<file path="src/rtl/core/sorted_point_table_lookup_core_defines.svh">
// Assertion macros shared by the sorted point table lookup RTL.
`ifndef SORTED_POINT_TABLE_LOOKUP_CORE_DEFINES_SVH
`define SORTED_POINT_TABLE_LOOKUP_CORE_DEFINES_SVH

`ifndef NO_ASSERTIONS
// Same-cycle implication, checked on every rising edge outside reset.
`define SPTL_ASSERT_IMP(label, ante, cons, msg) \
    label: assert property (@(posedge clk) disable iff (!rst_n) (ante) |-> (cons)) \
        else $error(msg);
// Next-cycle implication, checked on every rising edge outside reset.
`define SPTL_ASSERT_NXT(label, ante, cons, msg) \
    label: assert property (@(posedge clk) disable iff (!rst_n) (ante) |=> (cons)) \
        else $error(msg);
`else
`define SPTL_ASSERT_IMP(label, ante, cons, msg)
`define SPTL_ASSERT_NXT(label, ante, cons, msg)
`endif

`endif

</file>
<file path="src/rtl/core/sptl_ram.sv">
// Generic single-port RAM with registered read data.
module sptl_ram #(
    parameter int WIDTH = 8,
    parameter int DEPTH = 16
) (
    input  logic                     clk,
    input  logic                     we,
    input  logic [$clog2(DEPTH)-1:0] addr,
    input  logic [WIDTH-1:0]         wdata,
    output logic [WIDTH-1:0]         rdata
);

    logic [WIDTH-1:0] mem [DEPTH];

    // One access per cycle: write or read at addr.
    always_ff @(posedge clk)
    begin
        if (we)
        begin
            mem[addr] <= wdata;
        end
        rdata <= mem[addr];
    end

endmodule

</file>
<file path="config.mk">
export PLATFORM = sky130hd
export DESIGN_NAME = sptl_ram
export DESIGN_NICKNAME = d
export VERILOG_FILES = /design/src/rtl/core/sorted_point_table_lookup_core_defines.svh /design/src/rtl/core/sptl_ram.sv
export SDC_FILE = /design/constraint.sdc
export NUM_CORES = 1
export LEC_CHECK = 0
export BUFFER_PORTS_ARGS = -buffer_cell sky130_fd_sc_hd__buf_2
export CAP_MARGIN = 20
export CORE_MARGIN = 2
export CORE_UTILIZATION = 50
export DETAILED_ROUTE_END_ITERATION = 10
export PLACE_DENSITY_LB_ADDON = 0.15
export SETUP_SLACK_MARGIN = 0.02
export SLEW_MARGIN = 20
export SYNTH_ARGS = -nofsm -noshare
export SYNTH_HDL_FRONTEND = slang
export SYNTH_SLANG_ARGS = --single-unit
export TNS_END_PERCENT = 1
</file>
<file path="constraint.sdc">
create_clock -name clk -period 2.1 [get_ports clk]
set_input_delay 0.315 -clock clk [delete_from_list [all_inputs] [get_ports clk]]
set_output_delay 0.315 -clock clk [all_outputs]
set_load 0.1 [all_outputs]
</file>
==> impl_summary.log, run 1 <==
[metrics] result of the run: complete, no violations
[metrics] Avg Cell Area, Syn: about 22 sq um
[metrics] number of gates resized after CTS: 0
[metrics] sequential share of the synthesized area: roughly four fifths
[metrics] most frequent cell after synthesis: sky130_fd_sc_hd__edfxtp_1
[metrics] largest net degree at the start of global routing: 29
[metrics] Synth area leader: sky130_fd_sc_hd__edfxtp_1
[metrics] Worst-Skew Late Latency: 500 ps
[metrics] final hold violation count: 0
[metrics] Num CTS Buffers: 17
[metrics] worst endpoint data arrival time: approximately 1300 ps
[metrics] buffer cell driving the clock tree root: sky130_fd_sc_hd__clkbuf_8
[metrics] Power per Cell Area: roughly 1100 nW/um^2
[metrics] remaining number of nets flagged by the antenna check after routing: 0
[metrics] total number of clock tree sinks: 136
[metrics] period utilization: just under 80%
[metrics] largest driver fanout on the critical path: 1
[metrics] EDFF count, synth: between 100 and 150
[metrics] Post-DP HPWL: 6049 um
[metrics] global-route wire length before repair: 15020 um
[metrics] portion of synthesized cell area occupied by the leading cell type: 75.85%
[metrics] count of state elements after synthesis: between 100 and 150
[metrics] RSZ-0062 raised after global routing: false
[metrics] combined area of all synthesized cells: 5067 sq um
[metrics] FFs w/ async S/R, synth: 0%
[metrics] reported leakage power: around 2.1 nW
[metrics] fraction of layout cells with a size suffix above 1: 36.27%
[metrics] antenna violations before repair: 0
[metrics] gp weighted congestion: 0.7244
[metrics] number of antenna cells inserted: 0
[metrics] H-tree lvl count: 4
[metrics] most common library cells after synthesis: 128 x sky130_fd_sc_hd__edfxtp_1, 32 x sky130_fd_sc_hd__mux4_2, 16 x sky130_fd_sc_hd__a22oi_1
[metrics] vias after detailed routing: approximately 2400
[metrics] WP buf/inv: 1
[metrics] clock slew at reported path FFs: around 60 ps
[metrics] Hold Path Stages: 1
[metrics] total power consumption of the routed design: between 6 and 7 mW
[metrics] Total Wirelength: 9662 um
[metrics] Post-Route Setup TNS: 0 ps
[metrics] critical path capture point type: output pin
[metrics] worst-case reg-to-reg path depth: 3
[metrics] category of the critical setup timing path: flop to output pin
[metrics] startpoint of the most critical setup path: rdata[2]
[metrics] worst voltage drop across the vdd grid: 0.0006121 V
[metrics] Max-Cap Viols: 0
[metrics] Setup-failing EPs final: 0
[metrics] setup slack, reg-to-reg: 700 ps
[metrics] highest attainable clock frequency: about 0.61 GHz
[metrics] sort of element at the start of the critical path: flop
[metrics] origin of the critical flop-to-flop path: mem[0][5]
[metrics] Routed WL per cell: about 23 um
[metrics] Max clock buf depth: 2
[metrics] Chip Width: about 100 um
[metrics] Netlist cell types: 18
[metrics] relative slew slack: roughly 66%
[metrics] aggregate global routing overflow: 0
[metrics] Total GRT Usage: between 10% and 20%
[metrics] drt first pass iters: 4
[metrics] placeable core region: ~9800 sq um
[metrics] clk_skew: between 5 and 6 ps
[metrics] area grow syn2layout: 21.01%
[metrics] starting density of the core: between 50% and 60%
[metrics] pins over their slew limit: 0
[metrics] hold path startpoint: wdata[5]
[metrics] required time worst endpoint: 1780 ps
[metrics] biggest cell delay along the critical path: 450 ps
[metrics] crit-path cells: buf_2
[metrics] DIE AREA: between 10000 and 15000 sq um
[metrics] TritonCTS clock tree: built
[metrics] Worst Setup Slack, final: between 400 and 500 ps
[metrics] via density per instance: about 5.6
[metrics] endpoint of the worst hold path: mem[2][5]
[metrics] Boundary Pins: 22
[metrics] CP max stage cell: sky130_fd_sc_hd__buf_2
[metrics] Post-Synthesis Net Count: 244
[metrics] y dimension of the die: ~100 um
[metrics] cell class contributing the biggest share of worst-path delay: buffers and inverters
[metrics] worst r2r dst: rdata[5]
[metrics] synth warn: 0
[metrics] final critical-path required period: approximately 1600 ps
[metrics] drc violations: 0
[metrics] number of post-CTS setup repair buffers: 0
[metrics] Tightest Pin Transition: a little over 500 ps
[metrics] total number of nets in the final design: between 200 and 300
[metrics] dominant register cell in the synthesized netlist: sky130_fd_sc_hd__edfxtp_1
[metrics] number of global-route vias before repair: roughly 2500
[metrics] # hold bufs at CTS: 0
[metrics] IO Port Bufs: 21
[metrics] cell row count: 36
[metrics] biggest area contributors in the synthesized netlist: sky130_fd_sc_hd__edfxtp_1 76%, sky130_fd_sc_hd__mux4_2 14%, sky130_fd_sc_hd__dfxtp_1 3.2%, sky130_fd_sc_hd__a22oi_1 2.4%, sky130_fd_sc_hd__nor2_1 0.96%
[metrics] pre-CTS WS: 317.4 ps
[metrics] number of DRC markers after the initial detailed-route iteration: around 170
[metrics] worst hold path type: input pin to flop
[metrics] cell count after synthesis: between 200 and 250
-- registers in the layout, summed over array words and instances (netlist names) --
signal  cells
rdata       8
mem       128
-- worst max path at each step --
stage                end  cells past startpoint
6_report        rdata[2]                      1
5_1_grt         rdata[3]                      1
4_1_cts         rdata[3]                      1
3_5_place_dp    rdata[3]                      5
3_3_place_gp    rdata[3]                      5
2_1_floorplan  mem[0][0]                      2
-- final cells by class --
type | count | area [sq um]
Clock buffer | 21 | 449.2
Clock inverter | 11 | 193.9
Fill cell | 713 | 3687
Multi-Input combinational cell | 83 | 1003
Sequential cell | 136 | 4004
Tap cell | 133 | 166.4
Timing Repair Buffer | 44 | 315.3
-- cells by family (layout without fill, tap and decap cells) --
logic type | after synthesis | after routing | synth area share, %
DFF | 136 | 136 | 79.01
muxes | 32 | 32 | 14.22
and+or+nand+nor | 35 | 35 | 3.210
AOI/OAI and AO/OA | 16 | 16 | 2.370
buffers and inverters | 11 | 76 | 1.185
-- per-layer routing --
| metal | vias to the layer above | wire, um | part of all wire (%) | track usage (%) |
|---|---|---|---|---|
| met2 | 88 | 4761 | 49 | 29.23 |
| met5 | - | 0 | 0 | 0 |
| met1 | 1231 | 4160 | 43 | 28.04 |
| met4 | 0 | 93 | 0.96 | 6.476 |
| met3 | 8 | 647 | 6.7 | 4.866 |
| li1 | 1071 | - | - | - |
-- cells in the final DEF (no fill, tap or decap), drive strengths merged, types with 4 or more instances in the layout --
master / instances
dfxtp: 8
clkinv: 4
a22oi: 16
edfxtp: 128
nand2: 9
nor3: 4
mux4: 32
nor2: 13
bufinv: 5
clkbuf: 21
buf: 44
-- stage by stage --
step	util [%]	cell area, sq um	hold WS [ps]	cells
3_5_place_dp	55.90	5489	666.0	396
6_report	62.45	6132	203.1	428
3_3_place_gp	55.90	5489	663.4	396
2_1_floorplan	-	5067	413.9	230
4_1_cts	62.45	6132	179.8	428
5_1_grt	62.45	6132	192.3	428
-- power by group --
group,internal [mW],switching [mW],total (mW)
Combinational,0.129,0.290,0.419
Sequential,3.04,0.0191,3.05
Clock,2.12,1.05,3.17
(Power assumes the default switching activity.)
==> run 2, diff against run 1 <==
ABC_AREA = 1   (was not set)
clock period = 1.7 ns   (was 2.1 ns; I/O delays follow)
==> run 2 against run 1 <==
Against the previous run: combinational power is 47% higher; synthesized cell count is 140% higher; synthesized area is 10% higher; via count is 51% higher; setup slack worse by 320 ps; power is 20% higher; cell count is 75% higher; sequential cell count stayed put.
==> impl_summary.log, run 2 <==
[metrics] total number of nets in the final design: 609 (+110%)
[metrics] fraction of layout cells with a size suffix above 1: 12.19% (-24 points)
[metrics] number of global-route vias before repair: 3613 (+43%)
[metrics] placed cell areas: 5979 sq um (+8.9%)
[metrics] Post-Route Setup TNS: 0 ps (unchanged)
[metrics] DP Cell Count: 716 (+81%)
[metrics] TritonCTS clock tree: built
[metrics] synth warn: 0 (unchanged)
[metrics] category of the critical setup timing path: flop to output pin
[metrics] Netlist cell types: 11 (-7)
[metrics] Worst-Skew Late Latency: 520 ps (+20 ps)
[metrics] # hold bufs at CTS: 0 (unchanged)
[metrics] Reg with most FFs: mem
[metrics] Max clock buf depth: 2 (unchanged)
[metrics] Synth area leader: sky130_fd_sc_hd__edfxtp_1
[metrics] Stages on worst setup path: 1 (unchanged)
[metrics] CP max stage cell: sky130_fd_sc_hd__buf_2
[metrics] reported leakage power: 2.857 nW (+38%)
[metrics] max FFs per register: 128 (unchanged)
[metrics] sequential share of the synthesized area: 71.59% (-7.4 points)
[metrics] number of DRC markers after the initial detailed-route iteration: 198 (+18%)
[metrics] Total Wirelength: 11750 um (+22%)
[metrics] Avg Cell Area, Syn: 10.21 sq um (-54%)
[metrics] buffer cell driving the clock tree root: sky130_fd_sc_hd__clkbuf_8
[metrics] most frequent cell after synthesis: sky130_fd_sc_hd__nand2_1
[metrics] portion of synthesized cell area occupied by the leading cell type: 68.72% (-7.1 points)
[metrics] total power consumption of the routed design: 7.941 mW (+20%)
[metrics] cell class contributing the biggest share of worst-path delay: buffers and inverters
[metrics] Num CTS Buffers: 17 (unchanged)
[metrics] area grow syn2layout: 17.23%
[metrics] worst endpoint data arrival time: 1300 ps (-20 ps)
[metrics] placeable core region: 10890 sq um (+11%)
[metrics] biggest cell delay along the critical path: 430 ps (-20 ps)
[metrics] Fillers: 932 (+31%)
[metrics] sort of element at the start of the critical path: flop
[metrics] final hold violation count: 0 (unchanged)
[metrics] pre-CTS WS: 276.6 ps (-40.81 ps)
[metrics] pins over their slew limit: 0 (unchanged)
[metrics] drc violations: 0 (unchanged)
[metrics] wire length on met3: 642 um (-0.77%)
[metrics] worst hold path type: input pin to flop
[metrics] worst hold slack after final layout: 169.3 ps (-33.71 ps)
[metrics] biggest area contributors in the synthesized netlist: sky130_fd_sc_hd__edfxtp_1 69%, sky130_fd_sc_hd__nand2_1 23%, sky130_fd_sc_hd__dfxtp_1 2.9%, sky130_fd_sc_hd__inv_1 1.4%, sky130_fd_sc_hd__nor2_1 1.2%
[metrics] required time worst endpoint: 1440 ps (-340 ps)
[metrics] highest attainable clock frequency: roughly 0.64 GHz
[metrics] IO Port Bufs: 21 (unchanged)
[metrics] number of post-CTS setup repair buffers: 0 (unchanged)
[metrics] count of state elements after synthesis: 136 (unchanged)
[metrics] gp weighted congestion: 0.8474 (+17%)
[metrics] Chip Width: 109.8 um (+4.9%)
[metrics] Total GRT Usage: 21.91% (+2.5 points)
[metrics] dominant register cell in the synthesized netlist: sky130_fd_sc_hd__edfxtp_1
[metrics] most common library cells after synthesis: 346 x sky130_fd_sc_hd__nand2_1, 128 x sky130_fd_sc_hd__edfxtp_1, 21 x sky130_fd_sc_hd__inv_1
[metrics] Post-DP HPWL: 7614 um (+26%)
[metrics] combined area of all synthesized cells: 5593 sq um (+10%)
[metrics] drt first pass iters: 4 (unchanged)
[metrics] period utilization: roughly 90%
[metrics] worst-case reg-to-reg path depth: 8 (+5)
[metrics] Post-Layout Inst Area: 6556 sq um (+6.9%)
[metrics] Hold Path Stages: 1 (unchanged)
[metrics] clk_skew: 7.045 ps (+1.052 ps)
[metrics] number of antenna cells inserted: 0 (unchanged)
[metrics] largest registers: mem x128, rdata x8
[metrics] Routed WL per cell: 15.73 um (-30%)
[metrics] RSZ-0062 raised after global routing: false
[metrics] result of the run: complete, no violations
[metrics] clock slew at reported path FFs: 60 ps (about the same)
[metrics] remaining number of nets flagged by the antenna check after routing: 0 (unchanged)
[metrics] Post-Synthesis Net Count: 562 (+130%)
[metrics] vias after detailed routing: 3626 (+51%)
[metrics] largest net degree at the start of global routing: 33 (+14%)
[metrics] Boundary Pins: 22 (unchanged)
[metrics] crit-path cells: buf_2
[metrics] critical path capture point type: output pin
[metrics] register area: 4004 sq um (unchanged)
[metrics] Max-Cap Viols: 0 (unchanged)
[metrics] FFs w/ async S/R, synth: 0% (unchanged)
[metrics] Setup-failing EPs final: 0 (unchanged)
[metrics] DIE AREA: 12050 sq um (+10%)
[metrics] Power per Cell Area: 1211 nW/um^2 (+12%)
[metrics] Worst Setup Slack, final: 147.8 ps (-320.7 ps)
[metrics] area occupied by multi-input gates: 1386 sq um (+38%)
[metrics] relative slew slack: 67.81% (+1.3 points)
[metrics] top layer in use: met4
[metrics] via density per instance: 4.854 (-13%)
[metrics] core occupancy in the finished layout: 60.22% (-2.2 points)
[metrics] Tightest Pin Transition: 486.2 ps (-19.96 ps)
[metrics] cell count after synthesis: 548 (+140%)
[metrics] most common library cell in the layout ignoring fill and taps: sky130_fd_sc_hd__nand2_1
[metrics] routed wire length on met2: 5793 um (+22%)
[metrics] final critical-path required period: 1552 ps
[metrics] most used cells in the layout excluding fill and tap cells: 346 x sky130_fd_sc_hd__nand2_1, 128 x sky130_fd_sc_hd__edfxtp_1, 27 x sky130_fd_sc_hd__buf_4
[metrics] number of gates resized after CTS: 0 (unchanged)
[metrics] aggregate global routing overflow: 0 (unchanged)
[metrics] worst voltage drop across the vdd grid: 0.0007515 V (+23%)
[metrics] H-tree lvl count: 4 (unchanged)
[metrics] Non-Filler Instances: 747 (+75%)
[metrics] cell row count: 38 (+5.6%)
[metrics] starting density of the core: 51.37% (-0.24 points)
[metrics] global-route wire length before repair: 18620 um (+24%)
[metrics] EDFF count, synth: 128 (unchanged)
[metrics] y dimension of the die: 109.8 um (+4.9%)
[metrics] largest driver fanout on the critical path: 1 (unchanged)
[metrics] total number of clock tree sinks: 136 (unchanged)
[metrics] WP buf/inv: 1 (unchanged)
[metrics] post-route met1 wirelength: 5100 um (+23%)
[metrics] antenna violations before repair: 0 (unchanged)
-- run 2: cell types whose count changed after synthesis, sizes merged, moves of 2 or more --
cell    delta
nand3b     -2
buf       +10
nand2b     -2
inv       +22
nand3      +3
nor2b      -2
mux4      -32
a22oi     -16
nor3       -4
nor2       +5
nand2    +337
-- run 2: cells by family (layout without fill, tap and decap cells) --
family / count (synthesis) / after routing / synth area share (%)
buffers and inverters: 44 / 103 / 3.624
DFF: 136 / 136 / 71.59
and+or+nand+nor: 368 / 368 / 24.79
-- run 2: path summary, 6_finish.rpt --
path | endpoint | slack [ps] | startpoint
hold reg to reg | rdata[0] | 680 | mem[0][0]
setup reg to reg | rdata[4] | 700 | mem[4][4]
hold / removal | mem[14][0] | 170 | wdata[0]
setup / recovery | rdata[0] | 150 | rdata[0]
-- run 2: final cells by class --
class,count,share of cell area (%)
Sequential cell,136,61.07
Multi-Input combinational cell,368,21.15
Clock buffer,27,7.347
Timing Repair Buffer,49,5.000
Tap cell,140,2.672
Clock inverter,4,1.450
Inverter,23,1.317
-- run 2: power breakdown --
part	switching (mW)	internal (mW)
clock	1.21	2.34
combinational	0.478	0.138
sequential	0.0192	3.75
total	1.71	6.23
-- run 2: routing by layer --
metal	track usage (%)	vias up
li1	-	1841
met2	35.41	71
met1	28.79	1702
met3	4.920	12
met5	0	-
met4	9.042	0
==> run 3, diff against run 2 <==
BUFFER_PORTS_ARGS = not set   (was -buffer_cell sky130_fd_sc_hd__buf_2)
CTS_CLUSTER_DIAMETER = 150   (was not set)
DONT_BUFFER_PORTS = 1   (was not set)
RECOVER_POWER = 25   (was not set)
==> run 3 against run 2 <==
Against the previous run: combinational power down 7.0%; clock skew down 2.1 ps; critical path type unchanged; first-iteration DRC count up 75%; clock-buffer cell count down 9; via count down 0.14%; largest power group is now clock.
==> impl_summary.log, run 3 (synthesis gave the netlist of run 2 again) <==
[metrics] IO Port Bufs: 0 (-100%)
[metrics] Routed WL per cell: 16.27 um (+3.4%)
[metrics] wire length on met3: 645 um (+0.47%)
[metrics] Total Wirelength: 12010 um (+2.2%)
[metrics] Setup-failing EPs final: 0 (unchanged)
[metrics] Max-Cap Viols: 0 (unchanged)
[metrics] Num CTS Buffers: 17 (unchanged)
[metrics] post-route met1 wirelength: 5499 um (+7.8%)
[metrics] number of DRC markers after the initial detailed-route iteration: 346 (+75%)
[metrics] final critical-path required period: 1437 ps (-115.1 ps)
[metrics] aggregate global routing overflow: 0 (unchanged)
[metrics] pins over their slew limit: 0 (unchanged)
[metrics] relative slew slack: 49.31% (-19 points)
[metrics] number of global-route vias before repair: 3420 (-5.3%)
[metrics] DIE AREA: 12050 sq um (unchanged)
[metrics] final hold violation count: 0 (unchanged)
[metrics] period utilization: 84.54% (-6.8 points)
[metrics] crit-path cells: buf_4
[metrics] Reg with most FFs: mem
[metrics] worst hold path type: input pin to flop
[metrics] result of the run: complete, no violations
[metrics] placeable core region: 10890 sq um (unchanged)
[metrics] clock slew at reported path FFs: 60 ps (about the same)
[metrics] antenna violations before repair: 0 (unchanged)
[metrics] routed wire length on met2: 5546 um (-4.3%)
[metrics] largest net degree at the start of global routing: 68 (+110%)
[metrics] number of post-CTS setup repair buffers: 0 (unchanged)
[metrics] most used cells in the layout excluding fill and tap cells: 346 x sky130_fd_sc_hd__nand2_1, 128 x sky130_fd_sc_hd__edfxtp_1, 22 x sky130_fd_sc_hd__inv_1, 22 x sky130_fd_sc_hd__buf_4, 18 x sky130_fd_sc_hd__nor2_1
[metrics] Chip Width: 109.8 um (unchanged)
[metrics] cell class contributing the biggest share of worst-path delay: flip-flops
[metrics] sort of element at the start of the critical path: flop
[metrics] TritonCTS clock tree: built
[metrics] total number of clock tree sinks: 136 (unchanged)
[metrics] area grow syn2layout: 17.16% (about the same)
[metrics] y dimension of the die: 109.8 um (unchanged)
[metrics] Total GRT Usage: 22.29% (+0.39 points)
[metrics] drc violations: 0 (unchanged)
[metrics] worst voltage drop across the vdd grid: 0.0008701 V (+16%)
[metrics] core occupancy in the finished layout: 60.18% (about the same)
[metrics] most common library cell in the layout ignoring fill and taps: sky130_fd_sc_hd__nand2_1
[metrics] required time worst endpoint: 1440 ps (about the same)
[metrics] Max clock buf depth: 2 (unchanged)
[metrics] drt first pass iters: 4 (unchanged)
[metrics] top layer in use: met4
[metrics] critical path capture point type: output pin
[metrics] Post-DP HPWL: 7044 um (-7.5%)
[metrics] category of the critical setup timing path: flop to output pin
[metrics] Worst-Skew Late Latency: 520 ps (about the same)
[metrics] cell row count: 38 (unchanged)
[metrics] Power per Cell Area: 1252 nW/um^2 (+3.3%)
[metrics] starting density of the core: 51.37% (unchanged)
[metrics] fraction of layout cells with a size suffix above 1: 8.361% (-3.8 points)
[metrics] Tightest Pin Transition: 757.8 ps (+271.7 ps)
[metrics] largest registers: mem x128, rdata x8
[metrics] worst endpoint data arrival time: 1180 ps (-120 ps)
[metrics] global-route wire length before repair: 19060 um (+2.3%)
[metrics] highest attainable clock frequency: 0.6958 GHz (+8.0%)
[metrics] RSZ-0062 raised after global routing: false
[metrics] buffer cell driving the clock tree root: sky130_fd_sc_hd__clkbuf_8
[metrics] total number of nets in the final design: 599 (-1.6%)
[metrics] H-tree lvl count: 4 (unchanged)
[metrics] # hold bufs at CTS: 8 (+8)
[metrics] biggest cell delay along the critical path: 360 ps (-70 ps)
[metrics] Boundary Pins: 22 (unchanged)
[metrics] Post-Route Setup TNS: 0 ps (unchanged)
[metrics] Fillers: 915 (-1.8%)
[metrics] largest driver fanout on the critical path: 1 (unchanged)
[metrics] CP max stage cell: sky130_fd_sc_hd__dfxtp_1
[metrics] via density per instance: 4.907 (+1.1%)
[metrics] WP buf/inv: 1 (unchanged)
[metrics] reported leakage power: 2.795 nW (-2.2%)
[metrics] vias after detailed routing: 3621 (-0.14%)
[metrics] remaining number of nets flagged by the antenna check after routing: 0 (unchanged)
[metrics] number of antenna cells inserted: 0 (unchanged)
[metrics] clk_skew: 4.964 ps (-2.081 ps)
[metrics] number of gates resized after CTS: 0 (unchanged)
[metrics] max FFs per register: 128 (unchanged)
[metrics] gp weighted congestion: 0.8510 (+0.42%)
## run 3: cell count changes in the layout (fill, tap and decap cells not counted), moves of 2 or more
| cell | before | now |
|---|---|---|
| sky130_fd_sc_hd__clkinv_1 | 1 | 4 |
| sky130_fd_sc_hd__clkbuf_1 | 7 | 10 |
| sky130_fd_sc_hd__clkbuf_8 | 4 | 1 |
| sky130_fd_sc_hd__dlygate4sd3_1 | 0 | 8 |
| sky130_fd_sc_hd__bufinv_16 | 3 | 5 |
| sky130_fd_sc_hd__buf_4 | 27 | 22 |
| sky130_fd_sc_hd__clkinvlp_4 | 0 | 2 |
| sky130_fd_sc_hd__buf_2 | 21 | 0 |
## run 3: tightest hold or removal path, delay by kind of cell
kind / cells / cell delay [ps]
buffers and inverters: 1 / 30
AND/OR/NAND/NOR: 5 / 230
## run 3: final timing paths
path	start	endpoint	slack [ps]	cells after the start
hold reg to reg	mem[14][7]	rdata[7]	710	8
setup / recovery	rdata[1]	rdata[1]	260	1
hold / removal	addr[1]	rdata[6]	50	6
setup reg to reg	mem[1][1]	rdata[1]	680	8
## run 3: area by class of cell
class / instances / area, sq um / area share [%]
flip-flops and latches: 136 / 4004 / 61.10
multi-input cells: 368 / 1386 / 21.16
clock buffers: 18 / 417.9 / 6.378
repair buffers: 39 / 279.0 / 4.258
clock inverters: 14 / 203.9 / 3.112
well taps: 140 / 175.2 / 2.673
inverters: 23 / 86.33 / 1.318
## run 3: per-layer routing
metal  GRT usage [%]  vias to the layer above
met2           32.72                      109
met1           32.09                     1667
li1                -                     1825
met5               0                        -
met3           5.394                       20
met4           9.132                        0
## run 3: power by group
group / internal [mW] / switching (mW)
Sequential: 3.75 / 0.0240
Clock: 2.51 / 1.34
Combinational: 0.140 / 0.433
## run 3: stage by stage
step                setup WS [ps]  area (sq um)  hold slack (ps)  total power [mW]  instances
finish                      262.9          6553            52.40             8.201        738
global route                239.6          6553            70.09             8.464        738
CTS                         252.2          6586            20.84             8.234        738
detailed placement          475.2          5884            355.0             4.352        698
global placement            507.4          5884            354.8             4.350        698
floorplan                   67.82          5593            353.9             4.259        548
